### src/vid_pkg.sv
// shared types, constants and hash function of the vertex index dedup block
// no dependencies
package vid_pkg;

  // table depth, a power of two
  localparam int TABLE_ENTRIES = 1024;
  localparam int INDEX_BITS    = 20;
  localparam int FIELD_W       = 20;
  localparam int NUM_W         = 10;
  localparam int SLOT_W        = $clog2(TABLE_ENTRIES);
  localparam int COUNT_W       = SLOT_W + 1;
  // mesh generation tag kept beside each entry, zero marks a cleared entry
  localparam int EPOCH_W       = 8;

  localparam int IN_TDATA_W    = 64;
  localparam int IN_TUSER_W    = 1;
  localparam int OUT_TDATA_W   = 72;
  localparam int OUT_TUSER_W   = 2;
  localparam int IN_PAD_W      = IN_TDATA_W - 3 * FIELD_W;
  localparam int OUT_PAD_W     = OUT_TDATA_W - NUM_W - 3 * FIELD_W;

  localparam logic [SLOT_W-1:0]  SLOT_LAST = SLOT_W'(TABLE_ENTRIES - 1);
  localparam logic [EPOCH_W-1:0] EPOCH_MAX = '1;
  localparam logic [EPOCH_W-1:0] EPOCH_ONE = EPOCH_W'(1);
  localparam logic [EPOCH_W-1:0] EPOCH_CLR = '0;

  // output tuser bits
  localparam int USER_IS_NEW = 0;
  localparam int USER_FULL   = 1;

  typedef struct packed {
    logic [INDEX_BITS-1:0] nrm;
    logic [INDEX_BITS-1:0] tex;
    logic [INDEX_BITS-1:0] pos;
  } key_t;

  typedef struct packed {
    logic [EPOCH_W-1:0] epoch;
    key_t               key;
    logic [NUM_W-1:0]   number;
  } entry_t;

  typedef enum logic [2:0] {
    ST_INIT_CLEAR,
    ST_IDLE,
    ST_MESH_CLEAR,
    ST_REREAD,
    ST_PROBE
  } state_e;

  // controller to datapath
  typedef struct packed {
    logic load;
    logic new_epoch;
    logic sweep;
    logic reread;
    logic step;
    logic finish;
  } cmd_t;

  // datapath to controller
  typedef struct packed {
    logic hit;
    logic empty;
    logic probe_last;
    logic sweep_last;
    logic epoch_wrap;
    logic out_free;
  } sts_t;

  function automatic logic [SLOT_W-1:0] home_slot(input key_t k);
    logic [INDEX_BITS-1:0] x;
    x = k.pos ^ k.tex ^ k.nrm;
    return SLOT_W'(x);
  endfunction

endpackage

### src/vid_ctrl.sv
// controller of the vertex index dedup block: sweep, accept and probe sequencing
// uses vid_pkg; drives the datapath through cmd_t and reads sts_t
module vid_ctrl import vid_pkg::*; (
  input  logic clk_i,
  input  logic rst_ni,
  input  logic s_axis_tvalid,
  output logic s_axis_tready,
  input  logic new_mesh_i,
  input  sts_t sts_i,
  output cmd_t cmd_o
);

  state_e state_q, state_d;
  logic   resolved;

  assign resolved = sts_i.hit || sts_i.empty || sts_i.probe_last;

  always_ff @(posedge clk_i or negedge rst_ni) begin
    if (!rst_ni) begin
      state_q <= ST_INIT_CLEAR;
    end else begin
      state_q <= state_d;
    end
  end

  // next state
  always_comb begin
    state_d = state_q;
    case (state_q)
      ST_INIT_CLEAR: begin
        if (sts_i.sweep_last) state_d = ST_IDLE;
      end
      ST_IDLE: begin
        if (s_axis_tvalid) begin
          state_d = (new_mesh_i && sts_i.epoch_wrap) ? ST_MESH_CLEAR : ST_PROBE;
        end
      end
      ST_MESH_CLEAR: begin
        if (sts_i.sweep_last) state_d = ST_REREAD;
      end
      ST_REREAD: begin
        state_d = ST_PROBE;
      end
      ST_PROBE: begin
        if (resolved && sts_i.out_free) state_d = ST_IDLE;
      end
      default: begin
        state_d = ST_INIT_CLEAR;
      end
    endcase
  end

  // outputs
  always_comb begin
    cmd_o         = '0;
    s_axis_tready = 1'b0;
    case (state_q)
      ST_INIT_CLEAR, ST_MESH_CLEAR: begin
        cmd_o.sweep = 1'b1;
      end
      ST_IDLE: begin
        s_axis_tready   = 1'b1;
        cmd_o.load      = s_axis_tvalid;
        cmd_o.new_epoch = s_axis_tvalid && new_mesh_i;
      end
      ST_REREAD: begin
        cmd_o.reread = 1'b1;
      end
      ST_PROBE: begin
        cmd_o.finish = resolved && sts_i.out_free;
        cmd_o.step   = !resolved;
      end
      default: begin
        cmd_o = '0;
      end
    endcase
  end

endmodule

### config.mk
export PLATFORM = sky130hd
export DESIGN_NAME = vid_ctrl
export DESIGN_NICKNAME = d
export VERILOG_FILES = /design/src/vid_pkg.sv /design/src/vid_ctrl.sv
export SDC_FILE = /design/constraint.sdc
export NUM_CORES = 1
export LEC_CHECK = 0
export BUFFER_PORTS_ARGS = -buffer_cell sky130_fd_sc_hd__buf_2
export CORE_AREA = 5 5 42 44
export DETAILED_ROUTE_END_ITERATION = 10
export DIE_AREA = 0 0 47 49
export GPL_ROUTABILITY_DRIVEN = 0
export PLACE_DENSITY = 0.5
export SLEW_MARGIN = 10
export SYNTH_ARGS = -nofsm -noshare
export SYNTH_HDL_FRONTEND = slang
export SYNTH_SLANG_ARGS = --single-unit
### constraint.sdc
create_clock -name clk_i -period 1.4 [get_ports clk_i]
set_input_delay 0 -clock clk_i [delete_from_list [all_inputs] [get_ports clk_i]]
set_output_delay 0 -clock clk_i [all_outputs]
set_load 0.02 [all_outputs]
==> run_summary.xml, run 1 <==
<?xml version="1.0" encoding="UTF-8"?>
<metrics>
  <group name="run_status">
    <metric name="outcome" unit="">finished clean</metric>
  </group>
  <group name="synth">
    <metric name="yosys.area.top_type" unit="">dfrtp_1</metric>
    <metric name="synth-edff-count" unit="">0</metric>
    <metric name="synth-seq-cells" unit="">3</metric>
    <metric name="synth.area.top_cells" unit="">dfrtp_1, nor4_4, and2_1</metric>
    <metric name="synth_async_sr_flop_share" unit="%">100.0</metric>
    <metric name="syn-mean-instance-area" unit="µm²">10.81</metric>
    <metric name="post_synth_most_frequent_cells" unit="">dfrtp_1, and2_1, nor2_1</metric>
    <metric name="synthCells" unit="">22</metric>
    <metric name="syn_nets" unit="">32</metric>
    <metric name="dominantRegCellSynth" unit="">dfrtp_1</metric>
    <metric name="synth_largest_type_area_fraction" unit="%">31.58</metric>
    <metric name="ys_types" unit="">18</metric>
    <metric name="ys_warn_count" unit="">0</metric>
    <metric name="yosysMostFrequentCell" unit="">dfrtp_1</metric>
    <metric name="yosysSeqAreaShare" unit="%">31.58</metric>
    <metric name="mappedNetlistArea" unit="µm²">237.7</metric>
  </group>
  <group name="timing">
    <metric name="setup_repair_after_global_routing_missed_its_margin" unit="">yes</metric>
    <metric name="fin_crit" unit="ns">1.376</metric>
    <metric name="maxSlewViolCount" unit="">0</metric>
    <metric name="clock-skew-final" unit="ns">0.001432</metric>
    <metric name="final_hold_viol_count" unit="">0</metric>
    <metric name="final-setup-viol-count" unit="">0</metric>
    <metric name="worst_slack" unit="ns">0.02352</metric>
    <metric name="layout_worst_path_cycle_share" unit="%">98.32</metric>
    <metric name="worst_slew_margin_rel" unit="%">67.35</metric>
    <metric name="max_freq" unit="MHz">726.5</metric>
    <metric name="worst_pin_slew" unit="ns">0.4855</metric>
  </group>
  <group name="routing">
    <metric name="vias" unit="">280</metric>
    <metric name="wl_per_cell" unit="µm">10.97</metric>
    <metric name="routed_wl" unit="µm">691</metric>
    <metric name="first_pass_iters" unit="">4</metric>
    <metric name="detailedRoute.firstIterationViolations" unit="">5</metric>
    <metric name="detail_route.vias_per_cell" unit="">4.444</metric>
    <metric name="drc_errors" unit="">0</metric>
    <metric name="antenna_left" unit="">0</metric>
  </group>
  <group name="min_path">
    <metric name="type_of_the_most_critical_hold_path" unit="">in2reg</metric>
  </group>
  <group name="critical_path">
    <metric name="crit_path_cell_trace" unit="">or3b_4, nor4_4, buf_4</metric>
    <metric name="timing.critical_path.slowest_cell_delay" unit="ns">0.43</metric>
    <metric name="path_max_fanout" unit="">3</metric>
    <metric name="endpoint_kind" unit="">primary output</metric>
    <metric name="cp-start-kind" unit="">flip-flop</metric>
    <metric name="cpMaxStageDelayCell" unit="">or3b_4</metric>
    <metric name="worstSetupPathType" unit="">reg2out</metric>
    <metric name="cp.required" unit="ns">1.40</metric>
    <metric name="r2r_slack" unit="ns">0.16</metric>
    <metric name="cp.arrival" unit="ns">1.38</metric>
  </group>
  <group name="floorplanning">
    <metric name="pin_count" unit="">17</metric>
    <metric name="design.core.area" unit="µm²">1401</metric>
    <metric name="die_area" unit="µm²">2303</metric>
    <metric name="floorplan.die.height" unit="µm">49</metric>
    <metric name="die_width" unit="µm">47</metric>
    <metric name="start_util" unit="%">16.96</metric>
    <metric name="row_count" unit="">14</metric>
  </group>
  <group name="clock_tree">
    <metric name="ctsLongestPathBuffers" unit="">2</metric>
    <metric name="cts.sink_count" unit="">3</metric>
    <metric name="cts.htree.levels" unit="">1</metric>
    <metric name="clk_pin_slew" unit="ns">0.04</metric>
    <metric name="root_buffer" unit="">clkbuf_4</metric>
    <metric name="clock_insertion_delay_worst_skew" unit="ns">0.24</metric>
    <metric name="cts_made_buffers" unit="">3</metric>
    <metric name="tritoncts" unit="">built</metric>
  </group>
  <group name="job">
    <metric name="max-cap-violations" unit="">0</metric>
  </group>
  <group name="grt">
    <metric name="grt_antenna_before_repair" unit="">0</metric>
    <metric name="global_route.usage.total" unit="%">7.274</metric>
    <metric name="maximum_number_of_pins_on_one_net_before_global_route_repair" unit="">9</metric>
    <metric name="number_of_global_route_vias_before_repair" unit="">281</metric>
    <metric name="globalRoute.totalOverflow" unit="">0</metric>
    <metric name="grt_pass1_wl" unit="µm">1124</metric>
  </group>
  <group name="final_layout">
    <metric name="nNetsFinal" unit="">58</metric>
    <metric name="top_regs" unit="">state_q (3)</metric>
    <metric name="instances_no_fill" unit="">63</metric>
    <metric name="number_of_flip_flops_under_the_largest_register_name" unit="">3</metric>
    <metric name="area_delta_synth_final" unit="%">72.11</metric>
    <metric name="antenna_diodes" unit="">0</metric>
    <metric name="largest_register" unit="">state_q</metric>
    <metric name="layout-drive-gt1-share" unit="%">68.09</metric>
  </group>
  <group name="power_and_ir_drop">
    <metric name="worst_ir_drop_vdd" unit="mV">0.4171</metric>
    <metric name="powerDensity" unit="nW/µm²">1977</metric>
    <metric name="p_leak" unit="nW">0.1971</metric>
  </group>
  <group name="placed_design">
    <metric name="place_ws" unit="ns">0.1760</metric>
    <metric name="numPortBuffers" unit="">16</metric>
    <metric name="hpwlAfterDp" unit="µm">501.2</metric>
    <metric name="placed_cells" unit="">55</metric>
  </group>
</metrics>
stage by stage:
step	area [µm²]	hold WS (ns)	utilization, %	TNS, ns	power (mW)
2_1_floorplan	237.7	-0.2956	-	0	0.4454
3_3_place_gp	345.3	-0.2012	24.64	0	0.5877
3_5_place_dp	345.3	-0.2011	24.64	0	0.5841
4_1_cts	394.1	0.06499	28.13	0	0.7690
5_1_grt	409.1	0.08281	29.20	-0.06220	0.8755
6_report	409.1	0.07241	29.20	0	0.8090
worst paths after layout:
kind	startpoint	end	cells past startpoint
min	sts_i[1]	state_q[1]$_DFFE_PN0P_	3
max reg2reg	state_q[1]$_DFFE_PN0P_	state_q[0]$_DFFE_PN0P_	3
min reg2reg	state_q[2]$_DFFE_PN0P_	state_q[1]$_DFFE_PN0P_	2
max in group asynchronous	rst_ni	state_q[2]$_DFFE_PN0P_	2
max	state_q[1]$_DFFE_PN0P_	cmd_o[1]	3
min in group asynchronous	rst_ni	state_q[1]$_DFFE_PN0P_	2
routing by layer:
layer / routed length, µm / vias up / GRT usage (%)
li1: - / 135 / -
met1: 236 / 132 / 7.317
met2: 401 / 11 / 10.41
met3: 39 / 2 / 2.214
met4: 14 / 0 / 8.295
met5: 0 / - / 0
cell usage in the layout, fill, tap and decap left out, types with 2 or more instances in the layout:
cell      Yosys  final
nor2_1        2      2
clkbuf_4      0      3
buf_4         0      5
dfrtp_2       0      2
and2_1        2      2
buf_2         0     15
cell type report:
type / count / area [µm²]
fill: 158 / 992.2
multi-input combinational: 19 / 162.7
timing repair buffer: 21 / 122.6
sequential: 3 / 77.57
clock buffer: 4 / 26.28
tap: 16 / 20.02
critical path: cells and delay by family (launching register included):
family / cells / cell delay (ns)
DFF: 1 / 0.40
and+or+nand+nor: 2 / 0.56
buffers and inverters: 1 / 0.18
report_power, final:
| part | switching (mW) | internal (mW) |
|---|---|---|
| Sequential | 0.0317 | 0.131 |
| Combinational | 0.241 | 0.242 |
| Clock | 0.0554 | 0.107 |
repair_timing:
item                       CTS  global route
hold buffers                 1             0
gates cloned                 0             0
hold endpoints to repair     3             0
setup endpoints to repair    2             1
gates resized for setup      3             0
setup buffers                1             2
logic make-up after synthesis:
| family | synth area share [%] |
|---|---|
| flip-flops | 31.58 |
| AO/OA/AOI/OAI | 17.89 |
| AND/OR/NAND/NOR | 50.53 |
(Power assumes the default switching activity.)
==> run 2, diff against run 1 <==
- CELL_PAD_IN_SITES_DETAIL_PLACEMENT: not set -> 0
- CELL_PAD_IN_SITES_GLOBAL_PLACEMENT: not set -> 1
- CORE_AREA: 5 5 42 44 -> 2 2 39 41
- DIE_AREA: 0 0 47 49 -> 0 0 41 43
- PLACE_DENSITY: 0.5 -> 0.62
==> run_summary.xml, run 2 (synthesized netlist as in run 1, its figures left out) <==
<?xml version="1.0" encoding="UTF-8"?>
<metrics>
  <group name="floorplanning">
    <metric name="start_util" unit="%">17.18</metric>
    <metric name="pin_count" unit="">17</metric>
    <metric name="die_width" unit="µm">41</metric>
    <metric name="die_area" unit="µm²">1763</metric>
    <metric name="floorplan.die.height" unit="µm">43</metric>
    <metric name="design.core.area" unit="µm²">1384</metric>
    <metric name="row_count" unit="">14</metric>
  </group>
  <group name="power_and_ir_drop">
    <metric name="p_leak" unit="nW">0.1866</metric>
    <metric name="design_power_total" unit="µW">762.0</metric>
    <metric name="share_comb_of_total_power" unit="%">56.0</metric>
    <metric name="worst_ir_drop_vdd" unit="mV">0.4578</metric>
    <metric name="internal_power" unit="µW">448.5</metric>
    <metric name="clockPowerShare" unit="%">21.0</metric>
    <metric name="sequentialPowerShare" unit="%">23.0</metric>
    <metric name="netSwitchingPower" unit="µW">313.5</metric>
    <metric name="proportion_of_total_power_due_to_net_switching" unit="%">41.14</metric>
    <metric name="powerDensity" unit="nW/µm²">1921</metric>
  </group>
  <group name="final_layout">
    <metric name="antenna_diodes" unit="">0</metric>
    <metric name="mostFrequentLayoutCells" unit="">buf_2, buf_4, clkbuf_4</metric>
    <metric name="multi_input_area" unit="µm²">162.7</metric>
    <metric name="top_regs" unit="">state_q (3)</metric>
    <metric name="area_delta_synth_final" unit="%">66.84</metric>
    <metric name="instances_no_fill" unit="">61</metric>
    <metric name="nNetsFinal" unit="">56</metric>
    <metric name="number_of_flip_flops_under_the_largest_register_name" unit="">3</metric>
    <metric name="largest_register" unit="">state_q</metric>
    <metric name="mostFrequentLayoutCell" unit="">buf_2</metric>
    <metric name="layout-drive-gt1-share" unit="%">66.67</metric>
    <metric name="fillerInstances" unit="">159</metric>
    <metric name="seq_area" unit="µm²">77.57</metric>
  </group>
  <group name="routing">
    <metric name="routed_wl" unit="µm">600</metric>
    <metric name="detailedRoute.firstIterationViolations" unit="">1</metric>
    <metric name="first_pass_iters" unit="">2</metric>
    <metric name="vias" unit="">264</metric>
    <metric name="antenna_left" unit="">0</metric>
    <metric name="drc_errors" unit="">0</metric>
    <metric name="wl_per_cell" unit="µm">9.836</metric>
    <metric name="detail_route.vias_per_cell" unit="">4.328</metric>
  </group>
  <group name="min_path">
    <metric name="type_of_the_most_critical_hold_path" unit="">in2reg</metric>
  </group>
  <group name="clock_tree">
    <metric name="cts.sink_count" unit="">3</metric>
    <metric name="root_buffer" unit="">clkbuf_4</metric>
    <metric name="clk_pin_slew" unit="ns">0.04</metric>
    <metric name="cts.htree.levels" unit="">1</metric>
    <metric name="tritoncts" unit="">built</metric>
    <metric name="ctsLongestPathBuffers" unit="">2</metric>
    <metric name="cts_made_buffers" unit="">3</metric>
    <metric name="clock_insertion_delay_worst_skew" unit="ns">0.24</metric>
  </group>
  <group name="placed_design">
    <metric name="numPortBuffers" unit="">16</metric>
    <metric name="placed_cells" unit="">55</metric>
    <metric name="place_ws" unit="ns">0.1828</metric>
  </group>
  <group name="grt">
    <metric name="number_of_global_route_vias_before_repair" unit="">248</metric>
    <metric name="grt_antenna_before_repair" unit="">0</metric>
    <metric name="global_route.usage.total" unit="%">8.325</metric>
    <metric name="maximum_number_of_pins_on_one_net_before_global_route_repair" unit="">9</metric>
    <metric name="globalRoute.totalOverflow" unit="">0</metric>
    <metric name="grt_pass1_wl" unit="µm">910</metric>
  </group>
  <group name="job">
    <metric name="max-cap-violations" unit="">0</metric>
  </group>
  <group name="critical_path">
    <metric name="endpoint_kind" unit="">primary output</metric>
    <metric name="critPathTopFamily" unit="">simple AND/OR/NAND/NOR gates</metric>
    <metric name="cp.buffers_inverters" unit="">1</metric>
    <metric name="cp.arrival" unit="ns">1.38</metric>
    <metric name="timing.critical_path.slowest_cell_delay" unit="ns">0.43</metric>
    <metric name="cp-start-kind" unit="">flip-flop</metric>
    <metric name="path_max_fanout" unit="">8</metric>
    <metric name="worstSetupPathType" unit="">reg2out</metric>
    <metric name="cp.required" unit="ns">1.40</metric>
    <metric name="crit_path_cell_trace" unit="">or3b_4, nor4_4, buf_4</metric>
    <metric name="cpMaxStageDelayCell" unit="">or3b_4</metric>
  </group>
  <group name="run_status">
    <metric name="outcome" unit="">finished clean</metric>
  </group>
  <group name="timing">
    <metric name="worst_slack" unit="ns">0.02196</metric>
    <metric name="final-setup-viol-count" unit="">0</metric>
    <metric name="fin_crit" unit="ns">1.378</metric>
    <metric name="maxSlewViolCount" unit="">0</metric>
    <metric name="layout_worst_path_cycle_share" unit="%">98.43</metric>
    <metric name="worst_slew_margin_rel" unit="%">66.74</metric>
    <metric name="clock-skew-final" unit="ns">0.0007800</metric>
    <metric name="final_hold_viol_count" unit="">0</metric>
    <metric name="max_freq" unit="MHz">725.7</metric>
    <metric name="fin_setup_tns" unit="ns">0</metric>
    <metric name="worst_pin_slew" unit="ns">0.4946</metric>
    <metric name="setup_repair_after_global_routing_missed_its_margin" unit="">yes</metric>
  </group>
</metrics>
[run 2: cell count changes in the layout (fill, tap and decap cells not counted), sizes merged]
| cell | before | now |
|---|---|---|
| buf | 20 | 18 |
[run 2: worst register-to-register path, cell delays in order, from the launching register on]
cell and delay, ns:
dfrtp_2 0.40, buf_4 0.16, or4b_1 0.52, o211ai_2 0.07
[run 2: cell type report]
cell class | count | area share, %
clock buffer | 4 | 6.625
tap | 16 | 5.047
sequential | 3 | 19.56
timing repair buffer | 19 | 27.76
multi-input combinational | 19 | 41.01
[run 2: metal layers]
| layer | part of all wire [%] | track usage (%) | routed length, µm |
|---|---|---|---|
| met1 | 48 | 9.615 | 285 |
| met2 | 41 | 10.00 | 243 |
| met3 | 8.8 | 3.141 | 53 |
| met4 | 2.8 | 10.00 | 17 |
| met5 | 0 | 0 | 0 |
[run 2: power groups by stage]
stage	sequential, mW	combinational (mW)	clock [mW]
6_report	0.175	0.427	0.160
5_1_grt	0.185	0.465	0.177
4_1_cts	0.177	0.426	0.167
3_5_place_dp	0.184	0.396	0
3_3_place_gp	0.186	0.397	0
2_1_floorplan	0.178	0.268	0
[run 2: final timing paths]
path                       cells after the start  slack, ns                endpoint                   start
max                                            3       0.02                cmd_o[1]  state_q[2]$_DFFE_PN0P_
min                                            3       0.07  state_q[1]$_DFFE_PN0P_                sts_i[1]
max reg2reg                                    3       0.18  state_q[0]$_DFFE_PN0P_  state_q[1]$_DFFE_PN0P_
min reg2reg                                    1       0.51  state_q[1]$_DFFE_PN0P_  state_q[2]$_DFFE_PN0P_
max in group asynchronous                      2       1.20  state_q[1]$_DFFE_PN0P_                  rst_ni
min in group asynchronous                      2       0.08  state_q[0]$_DFFE_PN0P_                  rst_ni
[run 2: through the flow]
step	area [µm²]	util, %	hold slack (ns)
after CTS	394.1	28.48	0.06396
after detailed placement	345.3	24.95	-0.1994
final	396.6	28.66	0.07344
after global placement	345.3	24.95	-0.2018
after floorplan	237.7	-	-0.2956
after global routing	396.6	28.66	0.07455
[run 2: repair_timing]
| action | in CTS | in global routing |
|---|---|---|
| hold buffers | 1 | 0 |
| gates resized for setup | 3 | 1 |
| gates cloned | 0 | 0 |
| endpoints found under the setup margin | 2 | 2 |
| setup buffers | 1 | 0 |
| hold endpoints to repair | 3 | 0 |
